$ cat config.mk
export PLATFORM = sky130hd
export DESIGN_NAME = button_click_classifier_flat
export DESIGN_NICKNAME = d
export VERILOG_FILES = /design/src/rtl/core/bcc_pkg.sv /design/src/rtl/core/bcc_if.sv /design/src/rtl/core/bcc_cfg_regs.sv /design/src/rtl/core/bcc_track.sv /design/src/rtl/core/button_click_classifier.sv /design/src/flat_wrapper.sv
export SDC_FILE = /design/constraint.sdc
export NUM_CORES = 1
export LEC_CHECK = 0
export BUFFER_PORTS_ARGS = -buffer_cell sky130_fd_sc_hd__buf_4
export CORE_MARGIN = 4
export CORE_UTILIZATION = 50
export DETAILED_ROUTE_END_ITERATION = 10
export MAX_ROUTING_LAYER = met4
export PLACE_DENSITY = 0.69
export SLEW_MARGIN = 5
export SYNTH_ARGS = -nofsm -noshare
export SYNTH_HDL_FRONTEND = slang
export SYNTH_SLANG_ARGS = --single-unit
export TNS_END_PERCENT = 5
$ cat constraint.sdc
create_clock -name clk -period 10.1 [get_ports clk]
set_input_delay 0.505 -clock clk [delete_from_list [all_inputs] [get_ports clk]]
set_output_delay 0.505 -clock clk [all_outputs]
set_load 0.05 [all_outputs]
$ cat src/rtl/core/bcc_pkg.sv
// Package for the button click classifier: widths, time type, gesture codes,
// register map and reset values. No dependencies.
package bcc_pkg;

	// Timestamp arithmetic width (16..64); now_ms is truncated or zero-extended to it.
	localparam int TIME_BITS = 32;
	localparam int NOW_W     = 32;
	localparam int CFG_W     = 16;
	localparam int GESTURE_W = 3;
	localparam int PADDR_W   = 4;
	localparam int PDATA_W   = 32;
	localparam int REG_IDX_W = 2;

	typedef logic [TIME_BITS-1:0] time_t;
	typedef logic [CFG_W-1:0]     cfg_val_t;

	typedef enum logic [GESTURE_W-1:0] {
		G_NONE   = 3'd0,
		G_SINGLE = 3'd1,
		G_DOUBLE = 3'd2,
		G_TRIPLE = 3'd3,
		G_LONG   = 3'd4
	} gesture_t;

	// register indexes (byte address = 4 * index)
	localparam logic [REG_IDX_W-1:0] REG_DEBOUNCE = 2'd0;
	localparam logic [REG_IDX_W-1:0] REG_LONG     = 2'd1;
	localparam logic [REG_IDX_W-1:0] REG_GAP      = 2'd2;

	localparam cfg_val_t DEBOUNCE_RST = 16'd50;
	localparam cfg_val_t LONG_RST     = 16'd1000;
	localparam cfg_val_t GAP_RST      = 16'd300;

	typedef struct packed {
		cfg_val_t debounce_ms;
		cfg_val_t long_press_ms;
		cfg_val_t click_gap_ms;
	} cfg_t;

endpackage

$ cat src/rtl/core/bcc_if.sv
// Channel interfaces for the button click classifier: pin samples in, gestures out.
// Depends on bcc_pkg.
interface bcc_in_if import bcc_pkg::*; ();
	logic             valid;
	logic             ready;
	logic             raw_level;
	logic [NOW_W-1:0] now_ms;

	modport source (output valid, raw_level, now_ms, input ready);
	modport sink   (input valid, raw_level, now_ms, output ready);
endinterface

interface bcc_out_if import bcc_pkg::*; ();
	logic                 valid;
	logic                 ready;
	logic [GESTURE_W-1:0] gesture;

	modport source (output valid, gesture, input ready);
	modport sink   (input valid, gesture, output ready);
endinterface

$ cat src/rtl/core/bcc_cfg_regs.sv
// APB-style configuration registers of the button click classifier.
// Depends on bcc_pkg.
module bcc_cfg_regs import bcc_pkg::*; (
	input  logic               clk,
	input  logic               arst_n,
	input  logic               psel,
	input  logic               penable,
	input  logic               pwrite,
	input  logic [PADDR_W-1:0] paddr,
	input  logic [PDATA_W-1:0] pwdata,
	output logic [PDATA_W-1:0] prdata,
	output logic               pready,
	output cfg_t               cfg
);

	cfg_t                 cfg_q;
	logic [REG_IDX_W-1:0] idx;
	logic                 wr_en;

	assign idx    = paddr[PADDR_W-1:2];
	assign pready = 1'b1;
	assign wr_en  = psel && penable && pwrite;
	assign cfg    = cfg_q;

	always_ff @(posedge clk or negedge arst_n) begin
		if (!arst_n) begin
			cfg_q.debounce_ms   <= DEBOUNCE_RST;
			cfg_q.long_press_ms <= LONG_RST;
			cfg_q.click_gap_ms  <= GAP_RST;
		end else if (wr_en) begin
			unique case (idx)
				REG_DEBOUNCE: cfg_q.debounce_ms   <= pwdata[CFG_W-1:0];
				REG_LONG:     cfg_q.long_press_ms <= pwdata[CFG_W-1:0];
				REG_GAP:      cfg_q.click_gap_ms  <= pwdata[CFG_W-1:0];
				default:      ;
			endcase
		end
	end

	always_comb begin
		prdata = '0;
		unique case (idx)
			REG_DEBOUNCE: prdata = PDATA_W'(cfg_q.debounce_ms);
			REG_LONG:     prdata = PDATA_W'(cfg_q.long_press_ms);
			REG_GAP:      prdata = PDATA_W'(cfg_q.click_gap_ms);
			default:      prdata = '0;
		endcase
	end

endmodule

$ cat src/rtl/core/bcc_track.sv
// Debounce, press/release timing and click counting for one sample per cycle while step is high.
// Holds the tracking state; depends on bcc_pkg.
module bcc_track import bcc_pkg::*; (
	input  logic     clk,
	input  logic     arst_n,
	input  logic     step,
	input  logic     level,
	input  time_t    now,
	input  cfg_t     cfg,
	output gesture_t gesture
);

	logic       prev_raw_q, stable_q, long_rep_q;
	logic [1:0] count_q;
	time_t      deb_start_q, press_q, release_q;

	time_t      deb_start_n, press_n, release_n;
	logic       settle, press_ev, release_ev;
	logic       stable_n, long_rep_a, long_hit, gap_hit;
	logic [1:0] count_a, count_b, count_n;

	always_comb begin
		// raw change restarts debounce
		deb_start_n = (level != prev_raw_q) ? now : deb_start_q;
		settle      = ((now - deb_start_n) > TIME_BITS'(cfg.debounce_ms)) &&
		              (level != stable_q);
		press_ev    = settle && !level;
		release_ev  = settle && level;
		stable_n    = settle ? level : stable_q;
		press_n     = press_ev ? now : press_q;
		release_n   = release_ev ? now : release_q;
		long_rep_a  = press_ev ? 1'b0 : long_rep_q;
		count_a     = (release_ev && !long_rep_q && count_q != 2'd3) ?
		              count_q + 2'd1 : count_q;

		long_hit = !stable_n && !long_rep_a &&
		           ((now - press_n) > TIME_BITS'(cfg.long_press_ms));
		count_b  = long_hit ? 2'd0 : count_a;

		gap_hit = (count_b != 2'd0) &&
		          ((now - release_n) > TIME_BITS'(cfg.click_gap_ms));
		count_n = gap_hit ? 2'd0 : count_b;

		gesture = G_NONE;
		if (gap_hit) begin
			case (count_b)
				2'd1:    gesture = G_SINGLE;
				2'd2:    gesture = G_DOUBLE;
				default: gesture = G_TRIPLE;
			endcase
		end else if (long_hit) begin
			gesture = G_LONG;
		end
	end

	always_ff @(posedge clk or negedge arst_n) begin
		if (!arst_n) begin
			prev_raw_q  <= 1'b1;
			stable_q    <= 1'b1;
			deb_start_q <= '0;
			press_q     <= '0;
			release_q   <= '0;
			count_q     <= 2'd0;
			long_rep_q  <= 1'b0;
		end else if (step) begin
			prev_raw_q  <= level;
			stable_q    <= stable_n;
			deb_start_q <= deb_start_n;
			press_q     <= press_n;
			release_q   <= release_n;
			count_q     <= count_n;
			long_rep_q  <= long_rep_a | long_hit;
		end
	end

endmodule

$ cat src/rtl/core/button_click_classifier.sv
// Top level of the button click classifier: input stage, tracker, result register.
// Depends on bcc_pkg, bcc_if, bcc_cfg_regs and bcc_track.
//
// Takes one poll of an active-low button (raw pin level plus a free-running
// millisecond timestamp) per beat and returns exactly one gesture beat for
// each: none, single, double, triple (three or more clicks) or long press.
// A poll is taken every clock when the result side keeps up. Each beat
// passes through the input register and then moves into the result
// register, which holds it until the result side takes it. The tracker
// update folds each poll into the debounce, press/release and click-count
// state combinationally, so the block takes a new poll while the previous
// one moves into the result register.
// All elapsed times are modular differences at TIME_BITS width and use a
// strict greater-than against the 16-bit thresholds. Thresholds are written
// through the APB-style port at byte addresses 0, 4 and 8 (debounce, long
// press, click gap; reset 50, 1000, 300 ms); write them only while idle.
module button_click_classifier import bcc_pkg::*; (
	input  logic               clk,
	input  logic               arst_n,
	bcc_in_if.sink             sample,
	bcc_out_if.source          result,
	input  logic               psel,
	input  logic               penable,
	input  logic               pwrite,
	input  logic [PADDR_W-1:0] paddr,
	input  logic [PDATA_W-1:0] pwdata,
	output logic [PDATA_W-1:0] prdata,
	output logic               pready
);

	cfg_t     cfg;
	logic     valid_s1, level_s1;
	time_t    now_s1;
	logic     advance;
	gesture_t gesture_c;
	logic     out_valid_q;
	gesture_t gesture_q;

	bcc_cfg_regs u_cfg (
		.clk     (clk),
		.arst_n  (arst_n),
		.psel    (psel),
		.penable (penable),
		.pwrite  (pwrite),
		.paddr   (paddr),
		.pwdata  (pwdata),
		.prdata  (prdata),
		.pready  (pready),
		.cfg     (cfg)
	);

	// stage 1 moves on whenever the result register is free or being drained
	assign advance      = valid_s1 && (!out_valid_q || result.ready);
	assign sample.ready = !valid_s1 || advance;

	always_ff @(posedge clk or negedge arst_n) begin
		if (!arst_n) begin
			valid_s1 <= 1'b0;
		end else if (sample.ready) begin
			valid_s1 <= sample.valid;
		end
	end

	// payload, no reset
	always_ff @(posedge clk) begin
		if (sample.valid && sample.ready) begin
			level_s1 <= sample.raw_level;
			now_s1   <= TIME_BITS'(sample.now_ms);
		end
	end

	bcc_track u_track (
		.clk     (clk),
		.arst_n  (arst_n),
		.step    (advance),
		.level   (level_s1),
		.now     (now_s1),
		.cfg     (cfg),
		.gesture (gesture_c)
	);

	// result register
	always_ff @(posedge clk or negedge arst_n) begin
		if (!arst_n) begin
			out_valid_q <= 1'b0;
		end else if (advance) begin
			out_valid_q <= 1'b1;
		end else if (result.ready) begin
			out_valid_q <= 1'b0;
		end
	end

	always_ff @(posedge clk) begin
		if (advance) begin
			gesture_q <= gesture_c;
		end
	end

	assign result.valid   = out_valid_q;
	assign result.gesture = gesture_q;

endmodule

$ cat src/flat_wrapper.sv
// flat-port wrapper written by rule: the top's interface ports become plain ports
module button_click_classifier_flat import bcc_pkg::*;
  (clk, arst_n, psel, penable, pwrite, paddr, pwdata, prdata, pready, sample_valid, sample_raw_level, sample_now_ms, sample_ready, result_valid, result_gesture, result_ready);
  bcc_in_if sample_i ();
  bcc_out_if result_i ();
  input  logic clk;
  input  logic arst_n;
  input  logic psel;
  input  logic penable;
  input  logic pwrite;
  input  logic [PADDR_W-1:0] paddr;
  input  logic [PDATA_W-1:0] pwdata;
  output logic [PDATA_W-1:0] prdata;
  output logic pready;
  input wire logic [$bits(sample_i.valid)-1:0] sample_valid;
  input wire logic [$bits(sample_i.raw_level)-1:0] sample_raw_level;
  input wire logic [$bits(sample_i.now_ms)-1:0] sample_now_ms;
  output wire logic [$bits(sample_i.ready)-1:0] sample_ready;
  output wire logic [$bits(result_i.valid)-1:0] result_valid;
  output wire logic [$bits(result_i.gesture)-1:0] result_gesture;
  input wire logic [$bits(result_i.ready)-1:0] result_ready;
  assign sample_i.valid = sample_valid;
  assign sample_i.raw_level = sample_raw_level;
  assign sample_i.now_ms = sample_now_ms;
  assign sample_ready = sample_i.ready;
  assign result_valid = result_i.valid;
  assign result_gesture = result_i.gesture;
  assign result_i.ready = result_ready;
  button_click_classifier u_core (.clk(clk), .arst_n(arst_n), .sample(sample_i), .result(result_i), .psel(psel), .penable(penable), .pwrite(pwrite), .paddr(paddr), .pwdata(pwdata), .prdata(prdata), .pready(pready));
endmodule
==> impl_metrics.toml, run 1 <==
[logic_synthesis]
yosysTopAreaCell = "dfrtp_1"
synthCells = 1785
avgSynthCellArea_sq_um = 8.95
synthTopCellsByArea = "dfrtp_1 21%, ha_1 10%, mux2_2 7.6%, edfxtp_1 6.8%, mux2i_1 6.0%"
synth_flop_cell = "dfrtp_1"
yosysMostFrequentCell = "nand2_1"
ys_types = 96
yosysWarnings = 0
synth.top_cells.by_count = "155 x nand2_1, 136 x dfrtp_1, 135 x o21ai_0, 129 x ha_1, 112 x a21oi_1"
synth_edf_count = 36
synth-seq-cells = 187
synth.yosys.seq_area_share_pct = 30.5
synth_top_cell_area_share_pct = 21.3
async_reset_ff_share_pct = 80.7
mappedNetlistArea_sq_um = 16000

[routing]
drt_iter0_markers = 1223
drc = 0
vias = 14200
dr.pass1.iters = 5
routed_wl_mm = 45.2
avgRoutedWirePerCell_um = 19.3
viasPerCell = 6.08
ant_nets = 0

[place]
dpl.hpwl_mm = 35.7
pre_cts_slack_ns = 0.0144
gp_congestion = 0.940
io_buffers = 78

[cells_and_area]
fillers = 2798
multi_input_area_sq_um = 10600
syn2layout_area_growth_pct = 14.9
final_nets = 2129
layout-drive-gt1-share_pct = 21.7
antenna_cells = 0
seqCellArea_sq_um = 4880

[critical_path]
cp_slowest_cell = "dfstp_2"
arrival_ns = 9.97
worst_ep_required_time_ns = 10.40
crit_path_max_incr_delay_ns = 0.59
cp_max_fo = 4
critPathLaunchType = "flip-flop"
critPathKind = "flip-flop to flip-flop"
cp-end-kind = "flip-flop"

[clocking]
insertion_delay_ns = 0.45
cts.path.max_buffers = 2
numCtsBuffers = 17
cts_tree = "built"
clk_transition_reported_paths_ns = 0.07
htreeDepth = 4
clk_root_buffer_cell = "clkbuf_16"
clock-sinks = 187

[power_and_ir_drop]
ir_drop_mv = 0.153
powerDensity_nw_per_um2 = 261
power_leakage_nw = 8.14

[global_route]
grt_max_degree = 90
antenna_found_initial = 0
grt_pass1_wl_mm = 70.7
grt_pass1_vias = 13300
grtUsageTotal_pct = 25.8
overflow = 0

[timing]
slew_viol_final = 0
finalHoldWorstSlack_ns = 0.138
slew_headroom_pct = 16.4
worst_slack_ns = 0.429
period_minus_slack_ns = 9.67
worst_pin_slew_ns = 1.25
hold_violations = 0
clock_skew_ns = 0.0128
setup_viol = 0
fmax_mhz = 103
fin_crit_sh_pct = 95.8

[die]
core_sq_um = 31600
rows = 65
dieArea_sq_um = 34900
die_h_um = 187
start_util_pct = 50.6
num_io_pins = 114
die_w_um = 187

[hold_path]
min_path_type = "primary input to async pin"

[run_status]
outcome = "finished, final reports clean"

[run]
max-cap-violations = 0
==> per-layer routing <==
layer | wire, um | global-route usage, %
met5 | 0 | -
met4 | 1100 | 7.57
met3 | 2460 | 2.67
met2 | 19800 | 38.6
met1 | 21800 | 37.3
==> sequential cells by signal, summed over array words and instances (netlist names) <==
| name | cells |
|---|---|
| u_core.level_s1 | 1 |
| u_core.now_s1 | 32 |
| u_core.result.gesture | 3 |
| u_core.result.valid | 1 |
| u_core.u_cfg.cfg | 48 |
| u_core.u_track.count_q | 2 |
| u_core.u_track.deb_start_q | 32 |
| u_core.u_track.long_rep_q | 1 |
| u_core.u_track.press_q | 32 |
| u_core.u_track.prev_raw_q | 1 |
| u_core.u_track.release_q | 32 |
| u_core.u_track.stable_q | 1 |
| u_core.valid_s1 | 1 |
==> cell type report <==
cell class	instances	share of cell area, %
timing repair buffer	190	7.94
clock buffer	19	2.36
inverter	90	1.84
multi-input combinational	1436	57.9
tap	402	2.74
sequential	187	26.6
clock inverter	13	0.702
==> cells by family after synthesis <==
group | synth area share, %
multiplexers | 13.6
adder cells (fa/ha/maj) | 11.1
flip-flops | 30.5
AO/OA/AOI/OAI | 19.8
other | 0.0470
XOR/XNOR | 3.59
buffers and inverters | 4.76
AND/OR/NAND/NOR | 16.5
==> worst max-delay path, delay by kind of cell (launching register included) <==
| kind | cells | cell delay (ns) |
|---|---|---|
| fa+ha+maj | 4 | 1.18 |
| buf+inv | 6 | 0.80 |
| flops | 1 | 0.59 |
| simple gates | 16 | 2.55 |
| compound gates | 25 | 3.85 |
| mux | 1 | 0.19 |
| xor+xnor | 2 | 0.33 |
==> metrics by stage <==
step	TNS (ns)	cells	util (%)	area, sq um	total power [mW]
floorplan	0	1800	-	16000	3.19
global placement	0	2301	55.6	17600	3.93
detailed placement	0	2301	55.6	17600	4.00
CTS	0	2333	57.5	18100	4.68
global route	-0.155	2337	58.2	18400	5.17
finish	0	2337	58.2	18400	4.80
==> power breakdown <==
group	internal [mW]	total, mW	switching [mW]
Combinational	1.31	2.99	1.69
Sequential	0.988	1.14	0.157
Clock	0.347	0.662	0.315
==> cell usage in the layout (no fill, tap or decap), types with 7 or more instances in the layout <==
cell type	count
a31oi_1	8
and2_1	19
ha_1	128
dfstp_2	15
o21bai_1	15
a211oi_1	20
or3_1	10
nand2b_1	39
and3_1	16
a211o_1	10
xnor2_1	41
xor2_1	18
o21ai_1	8
a21oi_1	106
o21a_1	23
clkbuf_16	17
o21ai_0	126
nand4_1	23
nand2_1	154
dfrtp_1	136
conb_1	17
inv_6	7
nor2_1	105
mux2_2	107
nor4_1	11
inv_1	89
mux2i_1	95
nor3_1	33
o211ai_1	11
nand3_1	32
maj3_1	8
nor2b_1	33
edfxtp_1	36
buf_4	184
a21o_1	43
==> repair_timing <==
action	4_1_cts	5_1_grt
buffers inserted	0	4
gates resized for setup	4	55
endpoints found under the setup margin	6	6
hold buffers	0	0
pin swaps	0	33
==> worst paths after layout <==
path,slack (ns),to,startpoint,depth (start not counted)
max,0.43,u_core.result.gesture[1],u_core.u_track.prev_raw_q,54
min,0.14,u_core.u_cfg.cfg[0],arst_n,1
max reg2reg,0.43,u_core.result.gesture[1],u_core.u_track.prev_raw_q,54
min reg2reg,0.49,u_core.result.valid,u_core.valid_s1,1
max in group asynchronous,8.61,u_core.u_track.press_q[22],arst_n,2
min in group clk,0.23,u_core.now_s1[10],sample_now_ms[10],1
Note: power is estimated with default switching activity, not from simulation.
==> inputs of run 2 (changes only) <==
Settings changed: CORE_ASPECT_RATIO set to 0.6.
==> impl_metrics.toml, run 2 (same netlist as run 1, synthesis figures left out) <==
[run_status]
outcome = "finished, final reports clean"

[clocking]
clk_transition_reported_paths_ns = 0.07
htreeDepth = 4
clk_root_buffer_cell = "clkbuf_16"
cts.path.max_buffers = 2
insertion_delay_ns = 0.45
clock-sinks = 187
numCtsBuffers = 17
cts_tree = "built"

[routing]
dr.pass1.iters = 5
routed_wl_mm = 49.5
drc = 0
vias = 14300
drt_iter0_markers = 1536
avgRoutedWirePerCell_um = 21.3
ant_nets = 0
viasPerCell = 6.18

[die]
start_util_pct = 51.0
die_h_um = 146
rows = 50
core_sq_um = 31300
dieArea_sq_um = 35000
num_io_pins = 114
die_w_um = 239

[global_route]
grt_max_degree = 78
grt_pass1_vias = 13200
antenna_found_initial = 0
overflow = 0
grt_pass1_wl_mm = 75.3
grtUsageTotal_pct = 28.3

[cells_and_area]
fillers = 2734
layout-drive-gt1-share_pct = 20.6
largest_reg_flops = 48
final_nets = 2098
final_cell_mix = "155 x nand2_1, 155 x buf_4, 136 x dfrtp_1"
syn2layout_area_growth_pct = 13.8
antenna_cells = 0
stdcell_area_sq_um = 18200
final_cell_count_no_fill = 2320

[timing]
slew_viol_final = 0
fin_tns_setup_ns = 0
hold_violations = 0
fmax_mhz = 103
setup_viol = 0
slew_headroom_pct = 29.5
period_minus_slack_ns = 9.71
worst_pin_slew_ns = 1.05
clock_skew_ns = 0.0148
fin_crit_sh_pct = 96.1

[critical_path]
worst_ep_required_time_ns = 10.41
cp-end-kind = "flip-flop"
critPathLaunchType = "flip-flop"
cp_max_fo = 7
cp_slowest_cell = "edfxtp_1"
reg2reg_slack_ns = 0.39
crit_path_max_incr_delay_ns = 0.54
critPathKind = "flip-flop to flip-flop"
arrival_ns = 10.01

[power_and_ir_drop]
power_mw = 4.78
ir_drop_mv = 0.167
power_leakage_nw = 7.97
powerDensity_nw_per_um2 = 263

[place]
gp_congestion = 0.989
placed_cell_area_sq_um = 17300
io_buffers = 78
dp.cells = 2280
dpl.hpwl_mm = 39.0

[run]
max-cap-violations = 0

[hold_path]
min_path_type = "primary input to async pin"
[run 2: cell count changes in the layout (fill, tap and decap cells not counted), moves of 3 or more]
cell and delta:
buf_4 -29, inv_6 -7, buf_6 -3, clkinvlp_4 +3, inv_8 +3
[run 2: through the flow]
stage | util, % | worst slack [ns] | hold slack, ns
2_1_floorplan | - | 0.0729 | 0.209
4_1_cts | 57.2 | 0.0218 | 0.118
3_3_place_gp | 55.2 | 0.133 | 0.456
6_report | 58.0 | 0.395 | 0.0849
3_5_place_dp | 55.2 | -0.120 | 0.471
5_1_grt | 58.0 | -0.111 | 0.153
[run 2: critical path: cells and delay by family (launching register included)]
kind | cells | cell delay (ns)
fa+ha+maj | 4 | 1.26
xor+xnor | 2 | 0.32
flops | 1 | 0.54
mux | 2 | 0.40
compound gates | 25 | 3.87
simple gates | 13 | 2.56
buf+inv | 4 | 0.58
[run 2: cell type report]
type                    instances  area [sq um]  share of cell area [%]
repair buffers                159          1220                    6.72
well taps                     416           520                    2.86
multi-input cells            1436         10700                    58.6
inverters                      90           338                    1.86
flip-flops and latches        187          4880                    26.8
clock buffers                  19           433                    2.38
clock inverters                13           136                   0.750
[run 2: report_power, final]
part	switching (mW)	total [mW]	internal [mW]
Clock	0.321	0.667	0.347
Sequential	0.171	1.16	0.988
Combinational	1.70	2.95	1.25
Total	2.19	4.78	2.58
[run 2: per-layer routing]
| layer | vias up | track usage (%) | share of wire [%] |
|---|---|---|---|
| li1 | 6740 | - | - |
| met1 | 6933 | 45.8 | 50 |
| met2 | 610 | 34.7 | 38 |
| met3 | 53 | 8.00 | 11 |
| met4 | 0 | 4.23 | 1.1 |
| met5 | - | - | 0 |
[run 2: worst paths after layout]
check                                              startpoint                        endpoint  cells after the start
worst max register to register                u_core.level_s1        u_core.result.gesture[1]                     50
worst max-delay path                          u_core.level_s1        u_core.result.gesture[1]                     50
worst min-delay path                                   arst_n             u_core.u_cfg.cfg[9]                      1
min in group clk                             sample_now_ms[1]                u_core.now_s1[1]                      1
max in group asynchronous                              arst_n  u_core.u_track.deb_start_q[17]                      2
worst min register to register  u_core.u_track.deb_start_q[0]   u_core.u_track.deb_start_q[0]                      2
[run 2: repair_timing]
action | CTS | global route
hold buffers | 0 | 0
pin swaps | 1 | 28
endpoints found under the setup margin | 6 | 6
setup buffers | 1 | 7
gates cloned | 0 | 0
resized for setup | 7 | 57
